[src/rtl/fir_convolution_filter_defines.svh]
// Assertion macros shared by the filter RTL.
// Needs a clock i_clk and an active-low reset i_rst_n in the using module.
`ifndef FIR_CONVOLUTION_FILTER_DEFINES_SVH
`define FIR_CONVOLUTION_FILTER_DEFINES_SVH

// Property checked at every edge outside reset.
`define FCF_ASSERT(lbl, prop, msg) \
    lbl: assert property (@(posedge i_clk) disable iff (!i_rst_n) prop) else $error(msg);

// Antecedent in one cycle implies consequent in the next.
`define FCF_ASSERT_NEXT(lbl, ante, cons, msg) \
    lbl: assert property (@(posedge i_clk) disable iff (!i_rst_n) (ante) |=> (cons)) \
        else $error(msg);

`endif

[src/rtl/fcf_pkg.sv]
// Shared constants, types and width helpers for the FIR filter.
// No dependencies.
package fcf_pkg;

    localparam int TAPS_DEF        = 1024;
    localparam int SAMPLE_BITS_DEF = 16;
    localparam int COEF_BITS_DEF   = 24;

    localparam int IDX_W      = 10;
    localparam int GAIN_W     = 16;
    localparam int COEF_FRAC  = 12;
    localparam int GAIN_FRAC  = 12;
    localparam int COEF_RESET = 4194304;

    localparam logic [GAIN_W-1:0] GAIN_RESET = 16'd4096;

    localparam logic OP_FILTER = 1'b0;
    localparam logic OP_LOAD   = 1'b1;

    typedef struct packed {
        logic valid;
        logic first;
        logic last;
    } t_mac_ctl;

    // accumulator width; wraps at 64 bits like a 64-bit sum
    function automatic int acc_width(int taps, int sb, int cb);
        int w;
        w = sb + cb + $clog2(taps);
        return (w > 64) ? 64 : w;
    endfunction

    // floor(log2(taps))
    function automatic int log2_floor(int taps);
        return $clog2(taps + 1) - 1;
    endfunction

endpackage

[src/rtl/fcf_mac.sv]
// Multiply-accumulate pipeline: registered product, then accumulator.
// Depends on fcf_pkg.
module fcf_mac #(
    parameter int TAPS        = fcf_pkg::TAPS_DEF,
    parameter int SAMPLE_BITS = fcf_pkg::SAMPLE_BITS_DEF,
    parameter int COEF_BITS   = fcf_pkg::COEF_BITS_DEF
) (
    input  logic                 i_clk,
    input  logic                 i_rst_n,
    input  fcf_pkg::t_mac_ctl    i_ctl,
    input  logic [SAMPLE_BITS-1:0] i_hist,
    input  logic [COEF_BITS-1:0] i_coef,
    output logic [fcf_pkg::acc_width(TAPS, SAMPLE_BITS, COEF_BITS)-1:0] o_acc,
    output logic                 o_done
);

    localparam int ACC_W  = fcf_pkg::acc_width(TAPS, SAMPLE_BITS, COEF_BITS);
    localparam int PROD_W = SAMPLE_BITS + COEF_BITS;

    logic signed [PROD_W-1:0] r_prod;
    logic                     r_v;
    logic                     r_first;
    logic                     r_last;
    logic signed [ACC_W-1:0]  r_acc;
    logic                     r_done;
    logic signed [ACC_W-1:0]  prod_ext;

    assign prod_ext = ACC_W'(r_prod);

    always_ff @(posedge i_clk) begin
        r_prod <= $signed(i_hist) * $signed(i_coef);
        if (r_v) begin
            r_acc <= r_first ? prod_ext : r_acc + prod_ext;
        end
    end

    always_ff @(posedge i_clk) begin
        if (!i_rst_n) begin
            r_v     <= 1'b0;
            r_first <= 1'b0;
            r_last  <= 1'b0;
            r_done  <= 1'b0;
        end else begin
            r_v     <= i_ctl.valid;
            r_first <= i_ctl.first;
            r_last  <= i_ctl.last;
            r_done  <= r_v & r_last;
        end
    end

    assign o_acc  = r_acc;
    assign o_done = r_done;

endmodule

[config.mk]
export PLATFORM = sky130hd
export DESIGN_NAME = fcf_mac
export DESIGN_NICKNAME = d
export VERILOG_FILES = /design/src/rtl/fir_convolution_filter_defines.svh /design/src/rtl/fcf_pkg.sv /design/src/rtl/fcf_mac.sv
export SDC_FILE = /design/constraint.sdc
export NUM_CORES = 1
export LEC_CHECK = 0
export ABC_AREA = 1
export BUFFER_PORTS_ARGS = -buffer_cell sky130_fd_sc_hd__buf_4
export CAP_MARGIN = 25
export CORE_UTILIZATION = 55
export DETAILED_ROUTE_END_ITERATION = 10
export GPL_TIMING_DRIVEN = 0
export PLACE_DENSITY_LB_ADDON = 0.25
export SYNTH_ARGS = -nofsm -noshare
export SYNTH_HDL_FRONTEND = slang
export SYNTH_SLANG_ARGS = --single-unit
export TNS_END_PERCENT = 100
[constraint.sdc]
create_clock -name i_clk -period 8.95 [get_ports i_clk]
set_clock_uncertainty 0.15 [all_clocks]
set_input_delay 1.79 -clock i_clk [delete_from_list [all_inputs] [get_ports i_clk]]
set_output_delay 1.79 -clock i_clk [all_outputs]
set_load 0.02 [all_outputs]
== After elaboration in Yosys (flattened, before gate mapping) ==
Cells that the tools add are included.
Widths: inputs -> output; s select.

* Flip-flop bits (word level): 94
* Output and inout port bits: 51
* Logic and storage cells: 10

* Add/sub/neg operators: 1
* $mul: 1
* Mux-type cells: 1
* Bitwise gates (word level): 1

{| class="wikitable"
|+ Operators with widths
! kind !! count
|-
| $add 50x40->50 || 1
|-
| $mux 50 || 1
|-
| $mul 16x24->40 || 1
|-
| $and 1x1->1 || 1
|}

== Longest topological paths before layout ==
* Word-level depth: 2
* Depth in mapped cells: 27
* Gate-level depth less buffers: 25

== Worst setup path after synthesis ==
Ideal clock, no wire load.

* Path kind: input-to-reg
* Start point: input i_coef[18]
* End point: register r_prod[24]
* Setup time: 0.118 ns
* Data arrival time: 6.760 ns
* Setup slack: 1.922 ns
* Stages: 23
* Buffers on the path: 2
* Path through: clkbuf_1 > clkbuf_1 > nand2_1 > fa_1 > inv_1 > fa_1 > inv_1 > fa_1 > inv_1 > fa_1 > fa_1 > inv_1 > fa_1 > inv_1 > ha_1 > nand2_1 > nor2_4 > inv_2 > nor2_4 > inv_2 > or3_4 > o2111ai_1 > nand2_1

* Word-level cells in the longest chain between the ends: 1

{| class="wikitable"
|+ Ends and longest elaborated chain
! what !! line !! source
|-
| from (decl) || fcf_mac.sv:12 || <nowiki>input logic [COEF_BITS-1:0] i_coef,</nowiki>
|-
| $mul 16x24->40 || fcf_mac.sv:31 || <nowiki>r_prod <= $signed(i_hist) * $signed(i_coef);</nowiki>
|-
| to (signal assigned) || fcf_mac.sv:31 ||
|-
| to (decl) || fcf_mac.sv:20 || <nowiki>logic signed [PROD_W-1:0] r_prod;</nowiki>
|}

Every way passes these cells.
A chain may end at the register's enable or synchronous reset.

== Worst setup path after layout ==
* Start point: input i_hist[4]
* End point: register r_prod[38]

* Word-level cells in the longest chain between the ends: 1

{| class="wikitable"
|+ Ends and longest elaborated chain
! what !! line !! source
|-
| from (decl) || fcf_mac.sv:11 || <nowiki>input logic [SAMPLE_BITS-1:0] i_hist,</nowiki>
|-
| $mul 16x24->40 || fcf_mac.sv:31 ||
|}

Every way passes these cells.

==> reports/summary.txt <==
GRT overflow: 0
CTS resizes: 0
CTS clk-pin slew, worst paths: 0.07 ns
Reg2Reg Depth: 15
ANT cells: 0
Drt wl/cell: 19.48 um
Startpoint types: primary input
Final setup violation count: 0
Fraction of registers with async set/reset: 0%
Multi-input gate area: 0.01623 mm2
Crit path launch: i_hist[4]
Commonest non-fill, non-tap cell in the layout: nand2_1
Mapped Area: 0.02206 mm2
Clock sink count: 94
Root cell of the clock tree: clkbuf_16
Port Buffers: 77
Fillers: 3866
Failing checks: design-rule violations
Worst slew margin: 34.53%
FF+latch area: 0.002384 mm2
Synth area leader: fa_1
Number of flops mapped to enable cells by yosys: 50
Worst slew pin tran: 0.9821 ns
Drt via density: 5.307
#FFs+latches synth: 94
RSZ-0062 raised after global routing: no
Critical Path AT: 8.79 ns
I/O pin total: 96
Final ANT Viol Nets: 0
Gr usage total: 36.52%
Crit path required time: 9.07 ns
P&R area growth vs syn: 6.885%
# Post-CTS Setup Buffers: 0
Crit path time final: 8.676 ns
Register area share after synthesis: 10.80%
Worst setup EP type: flop
Core Area: 0.03964 mm2
CTS tree: yes
Max cap viols: 0
Post-Synthesis Cells: 3071
Yosys cell types: 45
Initial Utilization: 55.66%
HP Class: flop to flop
Worst-path fanout max: 10
Cell row count: 73
R2r setup slk: 5.82 ns
FF-to-FF End: o_acc[44]
Syn nets: 3638
Hpwl dp: 61890 um
Largest net degree at the start of global routing: 36
Hold Violations, Final: 0
Layout cells sized above 1: 5.340%
Drt total wl: 71900 um
Tcrit/Tclk final: 96.94%
Synth top area cells: fa_1 34%, nand2_1 15%, inv_1 14%
Setup_tns: 0 ns
Synthesized area per cell: 7.184 um2
Clk buf depth: 2
Vias in the first global route: 20330
Vias: 19580
WS Path Type: primary input to flop
Initial antenna violation count: 0
Die width: 202.3 um
H-tree levels: 3
Yosys top cell area share: 34.03%
Run status: finished, violations left
Clock insertion delay at the later pin of the skew report: 0.37 ns
Synth Warn #: 0
CP endpoint: r_prod[38]
Hold Buf Count CTS: 0
Final #Nets: 3727
Most frequent cells in the layout: 910 x nand2_1, 824 x inv_1, 375 x fa_1, 157 x nor2_1, 147 x ha_1
DR iter-0 viols: 1371
Full die area: 0.04092 mm2
Slew Limit Fails: 0
DRC errors left: 1
Main synth FF type: edfxtp_1
Fmax: 115.3 MHz
Die Y: 202.3 um
First-pass GRT wire length: 111800 um
GPL Wtd Cong: 1.006
First-pass DRT Iterations: 8
Worst r2r src: o_acc[0]
TritonCTS Buffers: 9
synthesized netlist by cell type, types with 6 or more instances:
| cell | n |
|---|---|
| nand2_1 | 910 |
| inv_1 | 824 |
| fa_1 | 375 |
| nor2_1 | 157 |
| ha_1 | 147 |
| nand3_1 | 113 |
| a21oi_1 | 87 |
| clkbuf_1 | 82 |
| edfxtp_1 | 50 |
| o21ai_0 | 48 |
| dfxtp_1 | 44 |
| xor2_1 | 28 |
| nand4_1 | 24 |
| nor3_1 | 19 |
| or2_2 | 18 |
| o21bai_1 | 15 |
| nand2_2 | 13 |
| xnor2_1 | 13 |
| nand3b_1 | 11 |
| nor2_2 | 10 |
| a21o_1 | 9 |
| inv_2 | 9 |
| a31oi_1 | 6 |
| o21ai_1 | 6 |
| or2_1 | 6 |
worst min-delay path by stage:
stage	from	endpoint	slack, ns	cells after the start
2_1_floorplan	r_last	o_done	0.28	1
3_3_place_gp	r_last	o_done	0.29	1
3_5_place_dp	r_last	o_done	0.29	1
4_1_cts	r_last	o_done	0.32	1
5_1_grt	r_last	o_done	0.35	1
6_report	r_last	o_done	0.31	1
flip-flops by register name, indices dropped and copies added, names as in the netlist:
signal   count
o_acc       50
o_done       1
r_first      1
r_last       1
r_prod      40
r_v          1
cells by family after synthesis:
kind of cell | synth area share [%]
simple gates | 24.39
buf+inv | 15.62
fa+ha+maj | 42.36
compound gates | 5.200
flops | 10.80
xor+xnor | 1.628
worst max-delay path, stage by stage:
cell      delay [ns]
buf_4           0.17
clkbuf_1        0.64
nand2_1         0.30
fa_1            0.60
inv_1           0.07
fa_1            0.81
inv_1           0.17
fa_1            0.51
fa_1            0.58
fa_1            0.44
fa_1            0.49
inv_1           0.04
ha_1            0.35
nand2_1         0.12
nor2_1          0.11
inv_1           0.09
nor4_1          0.73
nand3_1         0.49
nand4_1         0.22
nand2_1         0.06
through the flow:
stage | hold WS, ns | util, % | worst slack, ns | cells | cell area [um2]
finish | 0.3102 | 59.49 | 0.2735 | 3690 | 23580
CTS | 0.3167 | 59.49 | 0.4904 | 3690 | 23580
detailed placement | 0.2926 | 58.83 | 0.1153 | 3674 | 23320
floorplan | 0.2790 | - | 1.922 | 3071 | 22060
global placement | 0.2936 | 58.77 | 0.1969 | 3673 | 23300
global route | 0.3458 | 59.49 | 0.1207 | 3690 | 23580
layer usage:
metal	routed length, um	GRT usage (%)	vias to the layer above
met4	4693	20.57	0
li1	-	-	9161
met3	5062	5.579	205
met1	26680	42.18	9391
met5	0	0	-
met2	35470	64.46	824
area by class of cell:
type                            count  area share [%]
Multi-Input combinational cell   2059           68.84
Inverter                          833           13.26
Sequential cell                    94           10.11
Tap cell                          525           2.786
Timing Repair Buffer               78           2.536
Buffer                             85           1.358
Clock buffer                       13           1.019
Clock inverter                      3         0.09551
Power is left out: the tool's default activity adds up to more than one toggle a clock period on the data nets, which glitch-free logic cannot reach.
