--- src/rtl/fir_convolution_filter_defines.svh ---
// Assertion macros shared by the filter RTL.
// Needs a clock i_clk and an active-low reset i_rst_n in the using module.
`ifndef FIR_CONVOLUTION_FILTER_DEFINES_SVH
`define FIR_CONVOLUTION_FILTER_DEFINES_SVH

// Property checked at every edge outside reset.
`define FCF_ASSERT(lbl, prop, msg) \
    lbl: assert property (@(posedge i_clk) disable iff (!i_rst_n) prop) else $error(msg);

// Antecedent in one cycle implies consequent in the next.
`define FCF_ASSERT_NEXT(lbl, ante, cons, msg) \
    lbl: assert property (@(posedge i_clk) disable iff (!i_rst_n) (ante) |=> (cons)) \
        else $error(msg);

`endif

--- src/rtl/fcf_pkg.sv ---
// Shared constants, types and width helpers for the FIR filter.
// No dependencies.
package fcf_pkg;

    localparam int TAPS_DEF        = 1024;
    localparam int SAMPLE_BITS_DEF = 16;
    localparam int COEF_BITS_DEF   = 24;

    localparam int IDX_W      = 10;
    localparam int GAIN_W     = 16;
    localparam int COEF_FRAC  = 12;
    localparam int GAIN_FRAC  = 12;
    localparam int COEF_RESET = 4194304;

    localparam logic [GAIN_W-1:0] GAIN_RESET = 16'd4096;

    localparam logic OP_FILTER = 1'b0;
    localparam logic OP_LOAD   = 1'b1;

    typedef struct packed {
        logic valid;
        logic first;
        logic last;
    } t_mac_ctl;

    // accumulator width; wraps at 64 bits like a 64-bit sum
    function automatic int acc_width(int taps, int sb, int cb);
        int w;
        w = sb + cb + $clog2(taps);
        return (w > 64) ? 64 : w;
    endfunction

    // floor(log2(taps))
    function automatic int log2_floor(int taps);
        return $clog2(taps + 1) - 1;
    endfunction

endpackage

--- src/rtl/fcf_post.sv ---
// Output scaling: tap-count shift, gain multiply in two partial products,
// fraction shift, saturation and the output register. Depends on fcf_pkg.
module fcf_post #(
    parameter int TAPS        = fcf_pkg::TAPS_DEF,
    parameter int SAMPLE_BITS = fcf_pkg::SAMPLE_BITS_DEF,
    parameter int COEF_BITS   = fcf_pkg::COEF_BITS_DEF
) (
    input  logic                 i_clk,
    input  logic                 i_rst_n,
    input  logic                 i_start,
    input  logic [fcf_pkg::acc_width(TAPS, SAMPLE_BITS, COEF_BITS)-1:0] i_acc,
    input  logic [fcf_pkg::GAIN_W-1:0] i_gain,
    output logic                 o_done,
    output logic                 o_m_valid,
    input  logic                 i_m_ready,
    output logic [SAMPLE_BITS-1:0] o_sample,
    output logic                 o_sat
);

    localparam int ACC_W = fcf_pkg::acc_width(TAPS, SAMPLE_BITS, COEF_BITS);
    localparam int L     = fcf_pkg::log2_floor(TAPS);
    localparam int TW    = ACC_W - L;
    localparam int LO_W  = (TW + 1) / 2;
    localparam int HI_W  = TW - LO_W;
    localparam int PL_W  = LO_W + fcf_pkg::GAIN_W;
    localparam int PH_W  = HI_W + fcf_pkg::GAIN_W + 1;
    localparam int PW    = (TW + fcf_pkg::GAIN_W + 1 > 64) ? 64 : TW + fcf_pkg::GAIN_W + 1;
    localparam int SH    = fcf_pkg::COEF_FRAC + fcf_pkg::GAIN_FRAC;
    localparam int QW    = PW - SH;

    logic [LO_W-1:0]                 t_lo;
    logic signed [HI_W-1:0]          t_hi;
    logic signed [fcf_pkg::GAIN_W:0] gain_s;
    logic [PL_W-1:0]                 r_pl;
    logic signed [PH_W-1:0]          r_ph;
    logic [PW-1:0]                   ph_ext;
    logic [PW-1:0]                   pl_ext;
    logic [PW-1:0]                   r_prod;
    logic                            r_va;
    logic                            r_vb;
    logic [QW-1:0]                   q;
    logic [QW-SAMPLE_BITS:0]         q_top;
    logic                            ovf;
    logic [SAMPLE_BITS-1:0]          res;
    logic                            load;
    logic                            r_m_valid;
    logic [SAMPLE_BITS-1:0]          r_sample;
    logic                            r_sat;

    assign t_lo   = i_acc[L+LO_W-1:L];
    assign t_hi   = i_acc[ACC_W-1:L+LO_W];
    assign gain_s = {1'b0, i_gain};

    assign ph_ext = PW'(r_ph);
    assign pl_ext = PW'(r_pl);

    // arithmetic shift by the fraction bits, then clip
    assign q     = r_prod[PW-1:SH];
    assign q_top = q[QW-1:SAMPLE_BITS-1];
    assign ovf   = !((&q_top) || !(|q_top));
    always_comb begin
        res = q[SAMPLE_BITS-1:0];
        if (ovf) begin
            res = q[QW-1] ? {1'b1, {(SAMPLE_BITS-1){1'b0}}} : {1'b0, {(SAMPLE_BITS-1){1'b1}}};
        end
    end

    assign load = r_vb && (!r_m_valid || i_m_ready);

    always_ff @(posedge i_clk) begin
        if (i_start) begin
            r_pl <= t_lo * i_gain;
            r_ph <= t_hi * gain_s;
        end
        if (r_va) begin
            r_prod <= (ph_ext << LO_W) + pl_ext;
        end
        if (load) begin
            r_sample <= res;
            r_sat    <= ovf;
        end
    end

    always_ff @(posedge i_clk) begin
        if (!i_rst_n) begin
            r_va      <= 1'b0;
            r_vb      <= 1'b0;
            r_m_valid <= 1'b0;
        end else begin
            r_va <= i_start;
            if (r_va) begin
                r_vb <= 1'b1;
            end else if (load) begin
                r_vb <= 1'b0;
            end
            if (load) begin
                r_m_valid <= 1'b1;
            end else if (i_m_ready) begin
                r_m_valid <= 1'b0;
            end
        end
    end

    assign o_done    = load;
    assign o_m_valid = r_m_valid;
    assign o_sample  = r_sample;
    assign o_sat     = r_sat;

endmodule

--- config.mk ---
export PLATFORM = sky130hd
export DESIGN_NAME = fcf_post
export DESIGN_NICKNAME = d
export VERILOG_FILES = /design/src/rtl/fir_convolution_filter_defines.svh /design/src/rtl/fcf_pkg.sv /design/src/rtl/fcf_post.sv
export SDC_FILE = /design/constraint.sdc
export NUM_CORES = 2
export LEC_CHECK = 0
export ABC_AREA = 1
export BUFFER_PORTS_ARGS = -buffer_cell sky130_fd_sc_hd__buf_2
export CAP_MARGIN = 0
export CORE_MARGIN = 10
export CORE_UTILIZATION = 35
export CTS_CLUSTER_DIAMETER = 80
export DETAILED_ROUTE_END_ITERATION = 8
export GPL_ROUTABILITY_DRIVEN = 0
export PLACE_DENSITY = 0.5
export SLEW_MARGIN = 20
export SYNTH_ARGS = -nofsm -noshare
export SYNTH_HDL_FRONTEND = slang
export SYNTH_SLANG_ARGS = --single-unit
--- constraint.sdc ---
create_clock -name i_clk -period 6.97 [get_ports i_clk]
set_input_delay 0.697 -clock i_clk [delete_from_list [all_inputs] [get_ports i_clk]]
set_output_delay 0.697 -clock i_clk [all_outputs]
set_load 0.005 [all_outputs]
* After elaboration in Yosys (flattened, before gate mapping)
Cells that the tools add are included.
** Word-level totals
- Register bits :: 150
- Input bits :: 70
- Output and inout port bits :: 19
** Cells by class
- Add/sub/neg operators :: 1
- Multipliers :: 2
- Mux-type cells :: 6
- Reduce and logical (&&, ||, !) cells :: 10
** Operator list (count)
- $add 57x36->57 :: 1
- $mul 20x17->37 :: 1
- $mul 20x16->36 :: 1
- $mux 16 :: 2
- $reduce_and 18->1 :: 1
- $reduce_or 18->1 :: 1
- $mux 1 :: 4
- $reduce_bool 2->1 :: 2
- $logic_not 1->1 :: 3
- $logic_or 1x1->1 :: 2
- $logic_and 1x1->1 :: 1

* Depth between registers and ports, before layout
- Word-level depth :: 5
- Gate-level depth with buffers :: 29
- Gate-level depth less buffers :: 27

* Least setup slack after synthesis
OpenSTA, ideal clock, no wires.
- Kind :: input to register
- From :: in i_acc[49] (netlist name)
- To :: reg r_ph[28], data pin
- Data arrival time :: 5807 ps
- Required time :: 6717 ps
- Setup slack :: 910 ps
- Stages :: 21
- Path buffers :: 2
- Cell sequence :: clkbuf_1 -> clkbuf_1 -> nand2_1 -> inv_1 -> fa_1 -> fa_1 -> fa_1 -> fa_1 -> fa_1 -> inv_1 -> fa_1 -> inv_1 -> ha_1 -> nand2_1 -> nor2_1 -> inv_1 -> nor2_2 -> inv_1 -> or2_1 -> nand4_1 -> nand2_1
** On the way
- Cells in the longest elaborated chain, start to end :: 1
** Ends and longest elaborated chain
- from (decl) :: line fcf_post.sv:11 : input logic [fcf_pkg::acc_width(TAPS, SAMPLE_BITS, COEF_BITS)-1:0] i_acc,
- $mul 20x17->37 :: line fcf_post.sv:73 : r_ph <= t_hi * gain_s;
- to (signal assigned) :: line fcf_post.sv:73
- to (decl) :: line fcf_post.sv:35 : logic signed [PH_W-1:0] r_ph;
No other way between the ends.
A chain may end at the register's enable or synchronous reset.

* Worst setup path after layout
- From :: in i_gain[12] (netlist name)
- To :: reg r_ph[21], data pin
** On the way
- Cells in the longest elaborated chain, start to end :: 1
** Ends and longest elaborated chain
- from (decl) :: line fcf_post.sv:12 : input logic [fcf_pkg::GAIN_W-1:0] i_gain,
- $mul 20x17->37 :: line fcf_post.sv:73
No other way between the ends.

==> flow_metrics.tcl <==
set metrics [dict create \
    vias_per_cell 4.542 \
    yosysWarnings 0 \
    min_period_ns 6.160 \
    max_stage_delay_ns 0.58 \
    ys_seq_elements 106 \
    critPathLaunchType "input pin" \
    fin_crit_sh 0.8838 \
    fin_nets 4508 \
    netlist_instances 3677 \
    finalHoldViolations 0 \
    cp.arrival_ns 6.30 \
    final_cell_mix "1100 x inv_1, 1021 x nand2_1, 570 x fa_1" \
    synthFlopType "edfxtp_1" \
    fin_setup_tns_ns 0 \
    worstHoldPathType "flip-flop to flip-flop" \
    cts_inserted_buffers 9 \
    r2r-start "r_pl[33]" \
    ff2ff_path_depth 8 \
    grt_pass1_wl_um 123500 \
    drv_cap 0 \
    syn_nets 4530 \
    core_area_sq_um 80810 \
    synth-edff-count 103 \
    start_util 0.3548 \
    drt_iter0_markers 1299 \
    ant_nets 0 \
    synthDistinctLibCells 43 \
    fmax_ghz 0.1623 \
    rows 104 \
    wl_per_cell_um 15.53 \
    rsz0062_at_grt "no" \
    antenna_found_initial 5 \
    grtUsageTotal 0.1629 \
    areaGrowthSynthToFinish_pct 6.097 \
    cts_hold_buffers 0 \
    maxSlewHeadroom 0.4915 \
    path_clk_slew_ns 0.08 \
    clockRootBuffer "clkbuf_16" \
    critical_path_depth 22 \
    tritoncts "done" \
    postSynth.asyncResetShare 0 \
    drt_first_pass_iters 7 \
    die_h_um 306.2 \
    grt_pass1_vias 22803 \
    synth_area_sq_um 28670 \
    critical-path-top-delay-family "adder cells" \
    path_max_fanout 29 \
    avgSynthCellArea_sq_um 7.796 \
    tightest_slew_ns 0.7628 \
    critPathSlowestCell "buf_2" \
    r2r_slack_ns 4.68 \
    route.detailed.drc 0 \
    num_vias 21445 \
    crit_chain "buf_2 -> buf_4 -> nand2_1 -> inv_1 -> fa_1 -> inv_1 -> fa_1 -> inv_1 -> fa_1 -> fa_1 -> fa_1 -> inv_1 -> fa_1 -> inv_1 -> ha_1 -> nand2_1 -> nor2_1 -> nand2_1 -> o21bai_1 -> nand2_1 -> nand2_1 -> xor2_1" \
    overflow 0 \
    synth_seq_area_share 0.1100 \
    io_buffers 78 \
    die-area_sq_um 93760 \
    clock_latency_ns 0.36 \
    criticalPathCategory "input pin to flip-flop" \
    cts_htree_levels 3 \
    io_pins 89 \
    skew_ns 0.01357 \
    outcome "complete, no violations" \
    nFillCells 8480 \
    path_buf_inv 7 \
    holdPathStages 1 \
    drt-total-wl_um 73320 \
    grt_max_degree 55 \
    hold_start "r_va" \
    crit_top_cell "fa_1" \
    drive_gt1_frac 0.04372 \
    die_w_um 306.2 \
    slew_viol_final 0 \
    post-cts-setup-buffer-count 0 \
    critPathRequiredTime_ns 7.11 \
    cts.sinks 106 \
    r2r-end "r_prod[41]" \
    post_cts_resized 0 \
    layout_commonest_cell "inv_1" \
    clk_path_buf_depth 2 \
    setup_viol 0 \
    end_kind "flip-flop" \
    dp_hpwl_um 62660 \
    worstHoldEndpoint "r_vb" \
]
==> worst register-to-register path, delay by kind of cell (launching register included) <==
kind | cells | cell delay (ns)
DFF | 1 | 0.46
and+or+nand+nor | 4 | 0.48
adders and majority gates | 1 | 0.41
AOI/OAI and AO/OA | 3 | 0.68
==> worst max path at each step <==
stage | start | to
2_1_floorplan | i_acc[49] | r_ph[28]
3_3_place_gp | i_gain[12] | r_ph[33]
3_5_place_dp | i_gain[12] | r_ph[35]
4_1_cts | i_gain[12] | r_ph[35]
5_1_grt | i_gain[12] | r_ph[33]
6_report | i_gain[12] | r_ph[21]
==> flip-flops by register name, indices dropped and copies added (netlist names) <==
signal	count
o_m_valid	1
o_sample	16
o_sat	1
r_ph	37
r_pl	16
r_prod	33
r_va	1
r_vb	1
==> cell type report <==
type	instances	area, sq um	share of cell area
Multi-Input combinational cell	2322	20820	0.6845
Inverter	1102	4136	0.1360
Sequential cell	106	3153	0.1037
Tap cell	1060	1326	0.04361
Timing Repair Buffer	114	710.7	0.02337
Clock buffer	9	225.2	0.007405
Clock inverter	7	42.54	0.001399
Antenna cell	1	2.502	0.00008227
==> layer usage <==
layer  wire length, um  vias up  track usage
li1                  -    10468            -
met1             37260    10586       0.2424
met2             32880      352       0.2633
met3              2707       35      0.01392
met4               454        4      0.01596
met5                17        -            0
==> synthesized netlist by cell type, types with 5 or more instances <==
master       n  area, sq um
a21boi_0     9        67.56
a21o_1      11        82.58
a21oi_1     82        410.4
a31oi_1     11        68.82
clkbuf_1   141        529.3
edfxtp_1   103         3093
fa_1       570        11410
ha_1       213         2665
inv_1     1100         4129
nand2_1   1021         3832
nand2_2     10        62.56
nand3_1     65        325.3
nand3b_1     6        45.04
nand4_1     14        87.58
nor2_1     127        476.7
nor2_2       7        43.79
nor3_1      24        120.1
nor4_1       8        50.05
o211ai_1     5        37.54
o21ai_0     41        205.2
o21bai_1    16        120.1
xnor2_1     11        96.34
xor2_1      44        385.4
==> logic make-up after synthesis <==
kind of cell	count (synthesis)	share of synthesized area
DFF	106	0.1100
adders and majority gates	783	0.4910
buffers and inverters	1249	0.1639
AOI/OAI and AO/OA	188	0.03823
and+or+nand+nor	1296	0.1800
xor gates and xnor gates	55	0.01680
==> per-stage QoR <==
step	cell area [sq um]	hold WS [ns]	std cells	setup WS (ns)	util
after floorplan	28670	0.4641	3677	0.9104	-
after global placement	30150	0.4794	4704	0.4915	0.3730
after detailed placement	30150	0.4778	4704	0.4564	0.3730
after CTS	30410	0.5000	4720	0.8376	0.3764
after global routing	30410	0.5119	4720	0.4896	0.3764
final	30420	0.4897	4721	0.8097	0.3764
Power is not shown: default switching activity piles up to over one toggle a cycle in this logic, so the estimate is an artifact.
